<file path="config.mk">
export PLATFORM = sky130hd
export DESIGN_NAME = wait_for_cycle_victim_finder_top
export DESIGN_NICKNAME = d
export VERILOG_FILES = /design/src/hw/rtl/wfcvf_pkg.sv /design/src/hw/rtl/wait_for_cycle_victim_finder_top.sv /design/src/hw/rtl/wfcvf_ram.sv /design/src/hw/rtl/wfcvf_wait_tbl.sv /design/src/hw/rtl/wfcvf_edge.sv
export SDC_FILE = /design/constraint.sdc
export NUM_CORES = 1
export LEC_CHECK = 0
export ABC_AREA = 1
export BUFFER_PORTS_ARGS = -buffer_cell sky130_fd_sc_hd__buf_4
export CORE_MARGIN = 2
export CORE_UTILIZATION = 47
export DETAILED_ROUTE_END_ITERATION = 8
export HOLD_SLACK_MARGIN = 0.05
export PLACE_DENSITY = 0.67
export SYNTH_ARGS = -nofsm -noshare
export SYNTH_HDL_FRONTEND = slang
export SYNTH_SLANG_ARGS = --single-unit
</file>
<file path="constraint.sdc">
create_clock -name i_clk -period 3.7 [get_ports i_clk]
set_clock_uncertainty 0.05 [all_clocks]
set_input_delay 0.555 -clock i_clk [delete_from_list [all_inputs] [get_ports i_clk]]
set_output_delay 0.555 -clock i_clk [all_outputs]
set_load 0.02 [all_outputs]
</file>
<file path="src/hw/rtl/wfcvf_pkg.sv">
// ----------------------------------------------------------------------------
// wfcvf_pkg: shared definitions for the wait-for cycle victim finder
// Sizes, field widths, command codes, sequencer states and edge record.
// ----------------------------------------------------------------------------
`default_nettype none

package wfcvf_pkg;

    localparam int MAX_ENTITIES  = 64;
    localparam int NUM_RESOURCES = 3;

    localparam int ENT_W = (MAX_ENTITIES > 1) ? $clog2(MAX_ENTITIES) : 1;
    localparam int CNT_W = $clog2(MAX_ENTITIES + 1);
    localparam int RES_W = (NUM_RESOURCES > 1) ? $clog2(NUM_RESOURCES) : 1;

    localparam int CMD_W   = 2;
    localparam int SLOT_W  = 6;
    localparam int WR_W    = 3;
    localparam int HOLD_W  = 7;
    localparam int ECNT_W  = 7;
    localparam int VICT_W  = 6;
    localparam int IDATA_W = 24;
    localparam int ODATA_W = 8;

    typedef enum logic [CMD_W-1:0] {
        CMD_SET_WAIT   = 2'd0,
        CMD_SET_HOLDER = 2'd1,
        CMD_DETECT     = 2'd2,
        CMD_NOP        = 2'd3
    } t_cmd;

    typedef enum logic [2:0] {
        ST_IDLE,
        ST_SCAN,
        ST_FETCH,
        ST_STEP,
        ST_WALK_FETCH,
        ST_WALK_STEP,
        ST_DONE
    } t_state;

    typedef struct packed {
        logic             valid;
        logic [ENT_W-1:0] ent;
    } t_edge;

endpackage

`default_nettype wire

</file>
<file path="src/hw/rtl/wait_for_cycle_victim_finder_top.sv">
// ----------------------------------------------------------------------------
// wait_for_cycle_victim_finder_top: wait-for graph deadlock victim finder
// Keeps who-waits-on-what tables and searches the wait-for graph for a cycle.
// ----------------------------------------------------------------------------
// Usage:
//   Input stream: s_axis_tuser carries the command; tdata carries slot,
//   wait resource, holder and entity count. Set commands update the wait
//   table or the holder table and produce no output. A detect command walks
//   the graph over the first entity_count entities and produces one output
//   transfer: tuser = found, tdata = victim (largest entity in the first
//   cycle reached, zero when none).
//   Timing: set commands are accepted every cycle while idle. A detect tries
//   each root in turn, and for each entity followed along a chain or along
//   the cycle walk it does a wait table RAM read, then an edge resolve. The
//   single wait table read port and the shared edge resolver serialise these
//   steps. s_axis_tready is low during a detect.
//   Reset: both tables read back as not waiting / unheld, no output pending.
//   Stall: the result sits in an output register; set commands are still
//   accepted while it waits, a following detect is searched and then holds,
//   with s_axis_tready low, until the waiting result is taken.
// ----------------------------------------------------------------------------
`default_nettype none

module wait_for_cycle_victim_finder_top (
    input  wire logic                          i_clk,
    input  wire logic                          i_rst_n,
    input  wire logic                          s_axis_tvalid,
    output logic                               s_axis_tready,
    // [5:0] slot, [8:6] wait_resource, [15:9] holder, [22:16] entity_count
    input  wire logic [wfcvf_pkg::IDATA_W-1:0] s_axis_tdata,
    // [1:0] cmd
    input  wire logic [wfcvf_pkg::CMD_W-1:0]   s_axis_tuser,
    output logic                               m_axis_tvalid,
    input  wire logic                          m_axis_tready,
    // [5:0] victim
    output logic      [wfcvf_pkg::ODATA_W-1:0] m_axis_tdata,
    // [0] found
    output logic                               m_axis_tuser
);

    wfcvf_pkg::t_state r_state, n_state;
    wfcvf_pkg::t_cmd   cmd;
    wfcvf_pkg::t_edge  edge_q;

    logic [wfcvf_pkg::SLOT_W-1:0] in_slot;
    logic [wfcvf_pkg::WR_W-1:0]   in_wait;
    logic [wfcvf_pkg::HOLD_W-1:0] in_holder;
    logic [wfcvf_pkg::ECNT_W-1:0] in_count;
    logic [wfcvf_pkg::CNT_W-1:0]  sat_count;

    logic [wfcvf_pkg::MAX_ENTITIES-1:0] r_visited;
    logic [wfcvf_pkg::MAX_ENTITIES-1:0] r_onchain;
    logic [wfcvf_pkg::CNT_W-1:0]        r_cnt;
    logic [wfcvf_pkg::CNT_W-1:0]        r_root;
    logic [wfcvf_pkg::ENT_W-1:0]        r_cur;
    logic [wfcvf_pkg::ENT_W-1:0]        r_cyc;
    logic [wfcvf_pkg::ENT_W-1:0]        r_best;
    logic                               r_found;
    logic                               r_out_valid;
    logic                               r_out_found;
    logic [wfcvf_pkg::VICT_W-1:0]       r_out_victim;

    logic [wfcvf_pkg::WR_W-1:0]  wait_q;
    logic [wfcvf_pkg::ENT_W-1:0] root_idx;
    logic in_xfer, wait_wr, hold_wr;
    logic scan_end, root_seen, step_end, step_loop, walk_close;
    logic start, root_inc, enter, chain_end, walk_start, walk_adv, close_found, out_load;
    logic [wfcvf_pkg::ENT_W-1:0] enter_idx;

    assign in_slot   = s_axis_tdata[5:0];
    assign in_wait   = s_axis_tdata[8:6];
    assign in_holder = s_axis_tdata[15:9];
    assign in_count  = s_axis_tdata[22:16];
    assign cmd       = wfcvf_pkg::t_cmd'(s_axis_tuser);
    assign sat_count = (32'(in_count) > 32'(wfcvf_pkg::MAX_ENTITIES))
                     ? wfcvf_pkg::CNT_W'(wfcvf_pkg::MAX_ENTITIES)
                     : wfcvf_pkg::CNT_W'(in_count);

    assign in_xfer = s_axis_tvalid && s_axis_tready;
    assign wait_wr = in_xfer && (cmd == wfcvf_pkg::CMD_SET_WAIT) &&
                     (32'(in_slot) < 32'(wfcvf_pkg::MAX_ENTITIES));
    assign hold_wr = in_xfer && (cmd == wfcvf_pkg::CMD_SET_HOLDER) &&
                     (32'(in_slot) < 32'(wfcvf_pkg::NUM_RESOURCES));

    wfcvf_wait_tbl u_wait_tbl (
        .i_clk     (i_clk),
        .i_rst_n   (i_rst_n),
        .i_wr_en   (wait_wr),
        .i_wr_addr (wfcvf_pkg::ENT_W'(in_slot)),
        .i_wr_data (in_wait),
        .i_rd_addr (r_cur),
        .o_rd_data (wait_q)
    );

    wfcvf_edge u_edge (
        .i_clk     (i_clk),
        .i_rst_n   (i_rst_n),
        .i_wr_en   (hold_wr),
        .i_wr_idx  (wfcvf_pkg::RES_W'(in_slot)),
        .i_wr_data (in_holder),
        .i_res     (wait_q),
        .i_ent     (r_cur),
        .i_cnt     (r_cnt),
        .o_edge    (edge_q)
    );

    assign root_idx   = r_root[wfcvf_pkg::ENT_W-1:0];
    assign scan_end   = (r_root == r_cnt);
    assign root_seen  = r_visited[root_idx];
    assign step_end   = !edge_q.valid || (r_visited[edge_q.ent] && !r_onchain[edge_q.ent]);
    assign step_loop  = r_onchain[edge_q.ent];
    assign walk_close = !edge_q.valid || (edge_q.ent == r_cyc);

    always_comb begin
        n_state = r_state;
        unique case (r_state)
            wfcvf_pkg::ST_IDLE: begin
                if (in_xfer && (cmd == wfcvf_pkg::CMD_DETECT)) begin
                    n_state = wfcvf_pkg::ST_SCAN;
                end
            end
            wfcvf_pkg::ST_SCAN: begin
                priority if (scan_end) begin
                    n_state = wfcvf_pkg::ST_DONE;
                end else if (!root_seen) begin
                    n_state = wfcvf_pkg::ST_FETCH;
                end
            end
            wfcvf_pkg::ST_FETCH:      n_state = wfcvf_pkg::ST_STEP;
            wfcvf_pkg::ST_STEP: begin
                priority if (step_end) begin
                    n_state = wfcvf_pkg::ST_SCAN;
                end else if (step_loop) begin
                    n_state = wfcvf_pkg::ST_WALK_FETCH;
                end else begin
                    n_state = wfcvf_pkg::ST_FETCH;
                end
            end
            wfcvf_pkg::ST_WALK_FETCH: n_state = wfcvf_pkg::ST_WALK_STEP;
            wfcvf_pkg::ST_WALK_STEP: begin
                n_state = walk_close ? wfcvf_pkg::ST_DONE : wfcvf_pkg::ST_WALK_FETCH;
            end
            wfcvf_pkg::ST_DONE: begin
                if (!r_out_valid || m_axis_tready) begin
                    n_state = wfcvf_pkg::ST_IDLE;
                end
            end
            default:                  n_state = wfcvf_pkg::ST_IDLE;
        endcase
    end

    always_comb begin
        s_axis_tready = 1'b0;
        start         = 1'b0;
        root_inc      = 1'b0;
        enter         = 1'b0;
        enter_idx     = root_idx;
        chain_end     = 1'b0;
        walk_start    = 1'b0;
        walk_adv      = 1'b0;
        close_found   = 1'b0;
        out_load      = 1'b0;
        unique case (r_state)
            wfcvf_pkg::ST_IDLE: begin
                s_axis_tready = 1'b1;
                start         = s_axis_tvalid && (cmd == wfcvf_pkg::CMD_DETECT);
            end
            wfcvf_pkg::ST_SCAN: begin
                priority if (scan_end) begin
                    root_inc = 1'b0;
                end else if (root_seen) begin
                    root_inc = 1'b1;
                end else begin
                    enter = 1'b1;
                end
            end
            wfcvf_pkg::ST_STEP: begin
                priority if (step_end) begin
                    chain_end = 1'b1;
                    root_inc  = 1'b1;
                end else if (step_loop) begin
                    walk_start = 1'b1;
                end else begin
                    enter     = 1'b1;
                    enter_idx = edge_q.ent;
                end
            end
            wfcvf_pkg::ST_WALK_STEP: begin
                if (walk_close) begin
                    close_found = 1'b1;
                end else begin
                    walk_adv = 1'b1;
                end
            end
            wfcvf_pkg::ST_DONE: begin
                out_load = !r_out_valid || m_axis_tready;
            end
            default: begin
                start = 1'b0;
            end
        endcase
    end

    // control state
    always_ff @(posedge i_clk) begin
        if (!i_rst_n) begin
            r_state     <= wfcvf_pkg::ST_IDLE;
            r_visited   <= '0;
            r_onchain   <= '0;
            r_root      <= '0;
            r_out_valid <= 1'b0;
        end else begin
            r_state <= n_state;
            if (start) begin
                r_visited <= '0;
                r_onchain <= '0;
                r_root    <= '0;
            end
            if (chain_end) begin
                r_onchain <= '0;
            end
            if (enter) begin
                r_visited[enter_idx] <= 1'b1;
                r_onchain[enter_idx] <= 1'b1;
            end
            if (root_inc) begin
                r_root <= r_root + 1'b1;
            end
            if (out_load) begin
                r_out_valid <= 1'b1;
            end else if (m_axis_tready) begin
                r_out_valid <= 1'b0;
            end
        end
    end

    // datapath
    always_ff @(posedge i_clk) begin
        if (start) begin
            r_cnt   <= sat_count;
            r_found <= 1'b0;
        end
        if (enter) begin
            r_cur <= enter_idx;
        end
        if (walk_start) begin
            r_cyc  <= edge_q.ent;
            r_best <= edge_q.ent;
            r_cur  <= edge_q.ent;
        end
        if (walk_adv) begin
            r_cur <= edge_q.ent;
            if (edge_q.ent > r_best) begin
                r_best <= edge_q.ent;
            end
        end
        if (close_found) begin
            r_found <= 1'b1;
        end
        if (out_load) begin
            r_out_found  <= r_found;
            r_out_victim <= r_found ? wfcvf_pkg::VICT_W'(r_best) : '0;
        end
    end

    assign m_axis_tvalid = r_out_valid;
    assign m_axis_tuser  = r_out_found;
    assign m_axis_tdata  = wfcvf_pkg::ODATA_W'(r_out_victim);

    a_chain_marked: assert property (@(posedge i_clk) disable iff (!i_rst_n)
        (r_onchain & ~r_visited) == '0)
        else $error("on-chain entity not marked visited");

    a_walk_on_chain: assert property (@(posedge i_clk) disable iff (!i_rst_n)
        (r_state == wfcvf_pkg::ST_WALK_FETCH || r_state == wfcvf_pkg::ST_WALK_STEP)
        |-> r_onchain[r_cur])
        else $error("cycle walk left the current chain");

    a_root_bound: assert property (@(posedge i_clk) disable iff (!i_rst_n)
        (r_state == wfcvf_pkg::ST_SCAN) |-> (r_root <= r_cnt))
        else $error("root index passed entity count");

    a_no_victim: assert property (@(posedge i_clk) disable iff (!i_rst_n)
        (r_out_valid && !r_out_found) |-> (r_out_victim == '0))
        else $error("victim set without a cycle");

    a_busy_blocks: assert property (@(posedge i_clk) disable iff (!i_rst_n)
        (r_state == wfcvf_pkg::ST_STEP) |=> !start)
        else $error("detect started during a search");

endmodule

`default_nettype wire

</file>
<file path="src/hw/rtl/wfcvf_ram.sv">
// ----------------------------------------------------------------------------
// wfcvf_ram: generic single-write, single-read RAM
// One write port, one read port with registered read data.
// ----------------------------------------------------------------------------
`default_nettype none

module wfcvf_ram #(
    parameter int DEPTH = 64,
    parameter int WIDTH = 8
) (
    input  wire logic                                        i_clk,
    input  wire logic                                        i_wr_en,
    input  wire logic [((DEPTH > 1) ? $clog2(DEPTH) : 1)-1:0] i_wr_addr,
    input  wire logic [WIDTH-1:0]                            i_wr_data,
    input  wire logic [((DEPTH > 1) ? $clog2(DEPTH) : 1)-1:0] i_rd_addr,
    output logic      [WIDTH-1:0]                            o_rd_data
);

    logic [WIDTH-1:0] r_mem [DEPTH];

    always_ff @(posedge i_clk) begin
        if (i_wr_en) begin
            r_mem[i_wr_addr] <= i_wr_data;
        end
        o_rd_data <= r_mem[i_rd_addr];
    end

endmodule

`default_nettype wire

</file>
<file path="src/hw/rtl/wfcvf_wait_tbl.sv">
// ----------------------------------------------------------------------------
// wfcvf_wait_tbl: per-entity awaited resource table
// RAM plus one valid bit per entry; an unwritten entry reads as not waiting.
// ----------------------------------------------------------------------------
`default_nettype none

module wfcvf_wait_tbl (
    input  wire logic                       i_clk,
    input  wire logic                       i_rst_n,
    input  wire logic                       i_wr_en,
    input  wire logic [wfcvf_pkg::ENT_W-1:0] i_wr_addr,
    input  wire logic [wfcvf_pkg::WR_W-1:0]  i_wr_data,
    input  wire logic [wfcvf_pkg::ENT_W-1:0] i_rd_addr,
    output logic      [wfcvf_pkg::WR_W-1:0]  o_rd_data
);

    logic [wfcvf_pkg::MAX_ENTITIES-1:0] r_valid;
    logic                               r_rd_valid;
    logic [wfcvf_pkg::WR_W-1:0]         ram_q;

    wfcvf_ram #(
        .DEPTH (wfcvf_pkg::MAX_ENTITIES),
        .WIDTH (wfcvf_pkg::WR_W)
    ) u_ram (
        .i_clk     (i_clk),
        .i_wr_en   (i_wr_en),
        .i_wr_addr (i_wr_addr),
        .i_wr_data (i_wr_data),
        .i_rd_addr (i_rd_addr),
        .o_rd_data (ram_q)
    );

    always_ff @(posedge i_clk) begin
        if (!i_rst_n) begin
            r_valid    <= '0;
            r_rd_valid <= 1'b0;
        end else begin
            if (i_wr_en) begin
                r_valid[i_wr_addr] <= 1'b1;
            end
            r_rd_valid <= r_valid[i_rd_addr];
        end
    end

    assign o_rd_data = r_rd_valid ? ram_q : '1;

endmodule

`default_nettype wire

</file>
<file path="src/hw/rtl/wfcvf_edge.sv">
// ----------------------------------------------------------------------------
// wfcvf_edge: holder table and wait-for edge resolver
// Maps an entity and its awaited resource to the holding entity, if any.
// ----------------------------------------------------------------------------
`default_nettype none

module wfcvf_edge (
    input  wire logic                        i_clk,
    input  wire logic                        i_rst_n,
    input  wire logic                        i_wr_en,
    input  wire logic [wfcvf_pkg::RES_W-1:0]  i_wr_idx,
    input  wire logic [wfcvf_pkg::HOLD_W-1:0] i_wr_data,
    input  wire logic [wfcvf_pkg::WR_W-1:0]   i_res,
    input  wire logic [wfcvf_pkg::ENT_W-1:0]  i_ent,
    input  wire logic [wfcvf_pkg::CNT_W-1:0]  i_cnt,
    output wfcvf_pkg::t_edge                  o_edge
);

    logic [wfcvf_pkg::HOLD_W-1:0] r_holder [wfcvf_pkg::NUM_RESOURCES];
    logic                         res_ok;
    logic [wfcvf_pkg::RES_W-1:0]  res_idx;
    logic [wfcvf_pkg::HOLD_W-1:0] hold;
    logic [31:0]                  hold_ext;

    always_ff @(posedge i_clk) begin
        if (!i_rst_n) begin
            for (int i = 0; i < wfcvf_pkg::NUM_RESOURCES; i++) begin
                r_holder[i] <= '1;
            end
        end else if (i_wr_en) begin
            r_holder[i_wr_idx] <= i_wr_data;
        end
    end

    always_comb begin
        res_ok  = !i_res[wfcvf_pkg::WR_W-1] &&
                  (32'(i_res[wfcvf_pkg::WR_W-2:0]) < 32'(wfcvf_pkg::NUM_RESOURCES));
        res_idx = wfcvf_pkg::RES_W'(i_res[wfcvf_pkg::WR_W-2:0]);
        hold    = '1;
        for (int i = 0; i < wfcvf_pkg::NUM_RESOURCES; i++) begin
            if (res_ok && (res_idx == wfcvf_pkg::RES_W'(i))) begin
                hold = r_holder[i];
            end
        end
        hold_ext     = 32'(hold[wfcvf_pkg::HOLD_W-2:0]);
        o_edge.valid = !hold[wfcvf_pkg::HOLD_W-1] &&
                       (hold_ext < 32'(i_cnt)) &&
                       (hold_ext != 32'(i_ent));
        o_edge.ent   = wfcvf_pkg::ENT_W'(hold[wfcvf_pkg::HOLD_W-2:0]);
    end

endmodule

`default_nettype wire

</file>
== Word level (Yosys, flattened, before mapping) ==
Memories as Yosys holds them, arrays and structs flattened. A register that Yosys moved wholly into a read port is not among the register bits.
Index checks and enable logic that the tools add are counted.
Storage, ports and cells
  register bits: 237
  bits in writable memories: 213
  bits of input ports: 30
  memories kept: 2
Operators by class
  $add $sub $neg: 1
  order comparisons: 12
  equality and inequality tests: 16
  muxes and demuxes: 73
  bitwise operators: 3
  reduce and logical (&&, ||, !) cells: 31
Memories
  u_wait_tbl.u_ram.r_mem: words 64, width 3, rd ports 1, clocked after Yosys merged registers in 1, write ports 1, line wfcvf_ram.sv:19  | logic [WIDTH-1:0] r_mem [DEPTH];
  u_edge.r_holder: words 3, width 7, rd ports 3, clocked after Yosys merged registers in 0, write ports 3, line wfcvf_edge.sv:19  | logic [wfcvf_pkg::HOLD_W-1:0] r_holder [wfcvf_pkg::NUM_RESOURCES];
Operators with widths (number)
  $mux W64: 7
  $or A64 B64 Y64: 3
  $mux W6: 9
  $mux W7: 6
  $lt A6 B7 Y1 const B: 5
  $mux W1: 33
  $bmux W1 S6: 4
  $mux W3: 7
  $pmux W3 S7: 1
  $logic_and A1 B1 Y1: 15
  $demux W1 S6: 2
  $ge A6 B1 Y1 const B: 2
  $eq A3 B3 Y1 const B: 3
  $add A7 B1 Y7 const B: 1
  $eq A7 B7 Y1: 1
  $gt A7 B7 Y1 const B: 1
  $lt A6 B7 Y1: 1
  $reduce_or A7 Y1: 1
  $eq A3 B2 Y1 const B: 2
  $eq A6 B6 Y1: 1
  $gt A6 B6 Y1: 1
  $lt A6 B2 Y1 const B: 1
  $ne A6 B6 Y1: 1
  $logic_not A1 Y1: 5
  14 further kinds: 23

== Logic depth before layout (Yosys ltp) ==
  depth after elaboration: 20
  mapped depth: 23
  mapped depth without buffers: 21

== Hierarchy ==
From an unflattened synthesis, not the netlist that was laid out.
Unflattened totals
  cell total of the unflattened synthesis: 2515
  area, all modules: 20871.3 um^2
By module, submodules not included
  wait_for_cycle_victim_finder_top: times used 1, cells an instance 1226, area each 8445.6 um^2, seq. area each 3703.6 um^2
  wfcvf_ram: times used 1, cells an instance 734, area each 8195.4 um^2, seq. area each 5825.6 um^2
  wfcvf_wait_tbl: times used 1, cells an instance 394, area each 2887.8 um^2, seq. area each 1301.2 um^2
  wfcvf_edge: times used 1, cells an instance 161, area each 1342.5 um^2, seq. area each 630.6 um^2

== Worst setup path before layout ==
No wires, ideal clock.
  kind: register to register
  from: reg u_wait_tbl.u_ram.o_rd_data[2] (read register of u_wait_tbl.u_ram.r_mem)
  to: reg r_cur[0] (netlist name) (enable)
  setup time: 0.325 ns
  arrival time: 3.057 ns
  slack: 0.268 ns
  stages on the path, launching flop included: 18
  path buffers: 2
  clock period less this slack: 3.432 ns
  cell sequence: dfxtp_1 nor2_2 nand2_1 or2_2 nand3_1 inv_2 buf_2 ha_1 a21oi_1 nand2_1 nand2_1 nand4_1 nor3_2 inv_1 nor2_1 nor2_1 clkbuf_1 nand3_1
RTL lines
  from (decl): line wfcvf_ram.sv:16  | output logic [WIDTH-1:0] o_rd_data
  to (signal assigned): line wait_for_cycle_victim_finder_top.sv:244  | r_cur <= enter_idx;
  to (signal assigned): line wait_for_cycle_victim_finder_top.sv:249  | r_cur <= edge_q.ent;
  to (signal assigned): line wait_for_cycle_victim_finder_top.sv:252  | r_cur <= edge_q.ent;
  to (decl): line wait_for_cycle_victim_finder_top.sv:55  | logic [wfcvf_pkg::ENT_W-1:0] r_cur;

== Worst setup path after layout ==
  from: reg u_wait_tbl.u_ram.o_rd_data[1] (read register of u_wait_tbl.u_ram.r_mem)
  to: reg r_onchain[26] (netlist name)
On the way
  word-level cells in the longest chain between the ends: 20
Ends and longest elaborated chain
  $mux W3 (*): line wfcvf_wait_tbl.sv:45  | assign o_rd_data = r_rd_valid ? ram_q : '1;
  $lt A2 B2 Y1: line wfcvf_edge.sv:37  | (32'(i_res[wfcvf_pkg::WR_W-2:0]) < 32'(wfcvf_pkg::NUM_RESOURCES));
  $logic_and A1 B1 Y1: line wfcvf_edge.sv:36  | res_ok = !i_res[wfcvf_pkg::WR_W-1] &&
  $logic_and A1 B1 Y1: line wfcvf_edge.sv:41  | if (res_ok && (res_idx == wfcvf_pkg::RES_W'(i))) begin
  $mux W7 (2 in a row): line wfcvf_edge.sv:41
  $mux W7 (*): line wfcvf_edge.sv:41
  $bmux W1 S6, or another cell as far along: line wait_for_cycle_victim_finder_top.sv:110, wait_for_cycle_victim_finder_top.sv:111
  $mux W1 (implied by the code) / $logic_and A1 B1 Y1 (equally long branches): line wait_for_cycle_victim_finder_top.sv:110, wait_for_cycle_victim_finder_top.sv:111, wfcvf_edge.sv:46
  [... 3 more ...]
  $mux W6: line wait_for_cycle_victim_finder_top.sv:178  | priority if (step_end) begin
  $mux W6: line wait_for_cycle_victim_finder_top.sv:163  | unique case (r_state)
  $lt A6 B7 Y1 (implied by the code) / $ge A6 B1 Y1 (equally long branches): line wait_for_cycle_victim_finder_top.sv:224  | r_onchain[enter_idx] <= 1'b1;
  $logic_and A1 B1 Y1 (implied by the code): line wait_for_cycle_victim_finder_top.sv:224
  $mux W1 (implied by the code): line wait_for_cycle_victim_finder_top.sv:224
  $demux W1 S6: line wait_for_cycle_victim_finder_top.sv:224
  $or A64 B64 Y64 (no line)
  $mux W64 (*): line wait_for_cycle_victim_finder_top.sv:222  | if (enter) begin
  to (signal assigned): line wait_for_cycle_victim_finder_top.sv:216  | r_onchain <= '0;
  to (signal assigned): line wait_for_cycle_victim_finder_top.sv:220  | r_onchain <= '0;
  to (signal, indexed assignment): line wait_for_cycle_victim_finder_top.sv:224
  to (decl): line wait_for_cycle_victim_finder_top.sv:52  | logic [wfcvf_pkg::MAX_ENTITIES-1:0] r_onchain;
Every way passes the cells marked *; elsewhere a longest branch is shown, timed or not. The select of a mux whose other input is x is not followed.
A chain may end at the register's enable or synchronous reset.

==> flow_metrics.tcl <==
set metrics [dict create \
    status "completed" \
    port_buffers 37 \
    synthArstFlopShare_pct 0 \
    rows 76 \
    synth_ff_type "edfxtp_1" \
    cts.htree.levels 2 \
    cts_inserted_buffers 49 \
    syn_area_per_cell_um2 8.67 \
    die_h_um 212 \
    synth_cell_types 43 \
    core_area_mm2 0.0428 \
    crit_path_start_kind "flip-flop" \
    hp-class "input port to flip-flop" \
    ys_ff_latch 453 \
    clock_latency_ns 0.61 \
    rrSetupSlack_ns 0.06 \
    tns_ns 0 \
    p_per_area_mw_per_mm2 461 \
    hold_viol_final 0 \
    worst_pin_slew_ns 0.712 \
    leakagePower_nw 8.21 \
    ys_seq_area_share_pct 56.6 \
    totalWireLength_um 58600 \
    wl_per_cell_um 19.9 \
    dp_hpwl_um 36000 \
    grt_setup_unrepaired "true" \
    dr.pass1.iters 6 \
    period_needed_ns 3.64 \
    clock_path_buffers 3 \
    critical_path_arrival_ns 4.06 \
    vias_per_cell 5.88 \
    ant_nets 0 \
    peakVddDrop_uv 588 \
    grt_max_degree 129 \
    clock.fmax_mhz 275 \
    cap_viol_max_count 0 \
    synth-edff-count 239 \
    nNetsFinal 2410 \
    crit_required_ns 4.12 \
    final_area_mm2 0.0234 \
    post-route-util_pct 54.6 \
    layout-drive-gt1-share_pct 12.3 \
    cp_max_fo 7 \
    placed_area_mm2 0.0214 \
    path_class "flip-flop to flip-flop" \
    grt_overflow 0 \
    grt_pass1_vias 16200 \
    gp_congestion 0.961 \
    drc_errors 0 \
    ys_warn_count 0 \
    num_vias 17400 \
    crit_path_end_kind "flip-flop" \
    cts-root-buf "clkbuf_16" \
    io_pins 41 \
    setup_viol 0 \
    drv_slew 0 \
    tritoncts "yes" \
    die_w_um 212 \
    syn_inst 2333 \
    finalPower_w 0.0108 \
    area_delta_synth_final_pct 15.5 \
    syn_area_mm2 0.0202 \
    clock_sinks 453 \
    fillers 3857 \
    drtIter0Drc 2095 \
    grt_pass1_wl_um 89800 \
    die_area_mm2 0.0447 \
    diodes 0 \
    clk_pin_slew_ns 0.06 \
    period_share_pct 98.3 \
    dp_worst_setup_slack_ns -0.0670 \
    slew-limit-headroom_pct 52.5 \
    grt_antenna_before_repair 0 \
    grt_usage_pct 25.9 \
    setup_slack_ns 0.0638 \
    initial_utilization_pct 47.3 \
]
## power by group
part / switching, W / total [W] / internal, W
clock network: 0.00205 / 0.00484 / 0.00278
logic: 0.000442 / 0.000607 / 0.000165
registers: 0.0000195 / 0.00532 / 0.00530
total: 0.00251 / 0.0108 / 0.00825
## sequential cells by signal, indices dropped and copies added (netlist names), 3 cells and up
name and cells:
r_best 6, r_cnt 7, r_cur 6, r_cyc 6, r_onchain 64, r_out_victim 6
r_root 7, r_state 3, r_visited 64, u_edge.r_holder 21, u_wait_tbl.r_valid 64, u_wait_tbl.u_ram.o_rd_data 3
u_wait_tbl.u_ram.r_mem 192
## layer usage
metal / vias to the layer above / GRT usage, % / wire length (um)
li1: 8094 / - / -
met4: 0 / 10.9 / 2400
met3: 175 / 4.21 / 5100
met2: 865 / 42.4 / 27500
met1: 8227 / 34.1 / 23600
met5: - / 0 / 0
## layout by cell type, fill, tap and decap left out, drive strengths merged, types with 3 or more instances in the layout
| cell | instances |
|---|---|
| xnor2 | 7 |
| clkbuf | 69 |
| nand2 | 334 |
| nand3b | 22 |
| buf | 129 |
| nor4 | 4 |
| or2 | 10 |
| inv | 115 |
| clkinv | 22 |
| xor2 | 10 |
| o21bai | 3 |
| nor2 | 458 |
| o221ai | 20 |
| o211ai | 12 |
| nand4 | 8 |
| o21ai | 221 |
| edfxtp | 239 |
| nand3 | 259 |
| dfxtp | 214 |
| ha | 12 |
| a21oi | 147 |
| nor3 | 7 |
| o22ai | 72 |
## cells by family after synthesis
kind of cell / Yosys count / synth area share [%]
other: 1 / 0.0185
flip-flops: 453 / 56.6
AO/OA/AOI/OAI: 482 / 13.1
buffers and inverters: 265 / 5.23
adder cells (fa/ha/maj): 12 / 0.742
XOR/XNOR: 17 / 0.736
AND/OR/NAND/NOR: 1103 / 23.6
## through the flow
| stage | instances | hold WS, ns |
|---|---|---|
| after floorplan | 2334 | 0.385 |
| after global placement | 2852 | 0.394 |
| after detailed placement | 2852 | 0.402 |
| after CTS | 2950 | 0.0904 |
| after global routing | 2954 | 0.0953 |
| final | 2954 | 0.0971 |
## area by class of cell
| type | instances | area [um^2] | area share [%] |
|---|---|---|---|
| clock buffer | 68 | 1390 | 5.95 |
| clock inverter | 23 | 219 | 0.937 |
| inverter | 117 | 454 | 1.94 |
| multi-input combinational | 1617 | 7960 | 34.0 |
| sequential | 453 | 11500 | 49.0 |
| tap | 546 | 683 | 2.92 |
| timing repair buffer | 130 | 1200 | 5.16 |
## worst paths after layout
kind | depth (start not counted) | from | to
worst max-delay path | 22 | u_wait_tbl.u_ram.o_rd_data[1] | r_onchain[26]
worst min-delay path | 1 | s_axis_tdata[22] | r_cnt[6]
worst max register to register | 22 | u_wait_tbl.u_ram.o_rd_data[1] | r_onchain[26]
worst min register to register | 2 | u_wait_tbl.r_valid[9] | u_wait_tbl.r_valid[9]
## worst max-delay path, stage by stage, from the launching register on
cell     delay [ns]
dfxtp_1        0.37
inv_1          0.08
nor2_4         0.14
nand2_4        0.10
or2_1          0.24
nand3_2        0.09
inv_2          0.09
ha_4           0.24
a21oi_2        0.14
nand2_2        0.10
nand2_1        0.07
nand4_1        0.24
nor3_4         0.28
nand3_4        0.15
buf_6          0.17
buf_2          0.15
o21ai_1        0.12
nand2_1        0.13
nand2_2        0.15
nor2_4         0.06
buf_6          0.13
nand2_1        0.12
a21oi_1        0.08
## cell usage after synthesis (3+ instances only)
| cell type | number | area [um^2] |
|---|---|---|
| or2_2 | 7 | 43.8 |
| ha_1 | 12 | 150 |
| nor3_1 | 6 | 30.0 |
| o21ai_1 | 4 | 20.0 |
| nand3b_1 | 22 | 165 |
| inv_1 | 113 | 424 |
| xor2_1 | 10 | 87.6 |
| inv_2 | 3 | 11.3 |
| o21ai_0 | 215 | 1080 |
| dfxtp_1 | 214 | 4280 |
| nand2_2 | 3 | 18.8 |
| or2_1 | 3 | 18.8 |
| edfxtp_1 | 239 | 7180 |
| o21bai_1 | 3 | 22.5 |
| nand4_1 | 8 | 50.1 |
| nand2_1 | 331 | 1240 |
| xnor2_1 | 7 | 61.3 |
| buf_2 | 24 | 120 |
| buf_1 | 4 | 15.0 |
| nand3_2 | 5 | 50.1 |
| o221ai_1 | 20 | 175 |
| clkbuf_1 | 113 | 424 |
| nor2_1 | 436 | 1640 |
| nor4_1 | 4 | 25.0 |
| nor2_2 | 8 | 50.1 |
| nor2_4 | 13 | 146 |
| o211ai_1 | 12 | 90.1 |
| buf_4 | 5 | 37.5 |
| a21oi_1 | 147 | 736 |
| nand3_1 | 254 | 1270 |
| o22ai_1 | 72 | 450 |
## what timing repair did
item                       in CTS  in global routing
setup endpoints to repair      94                153
resized for setup              17                 60
buffers inserted                6                  4
gates cloned                    1                  1
pin swaps                      11                 19
hold buffers                    0                  0
(Power assumes the default switching activity.)
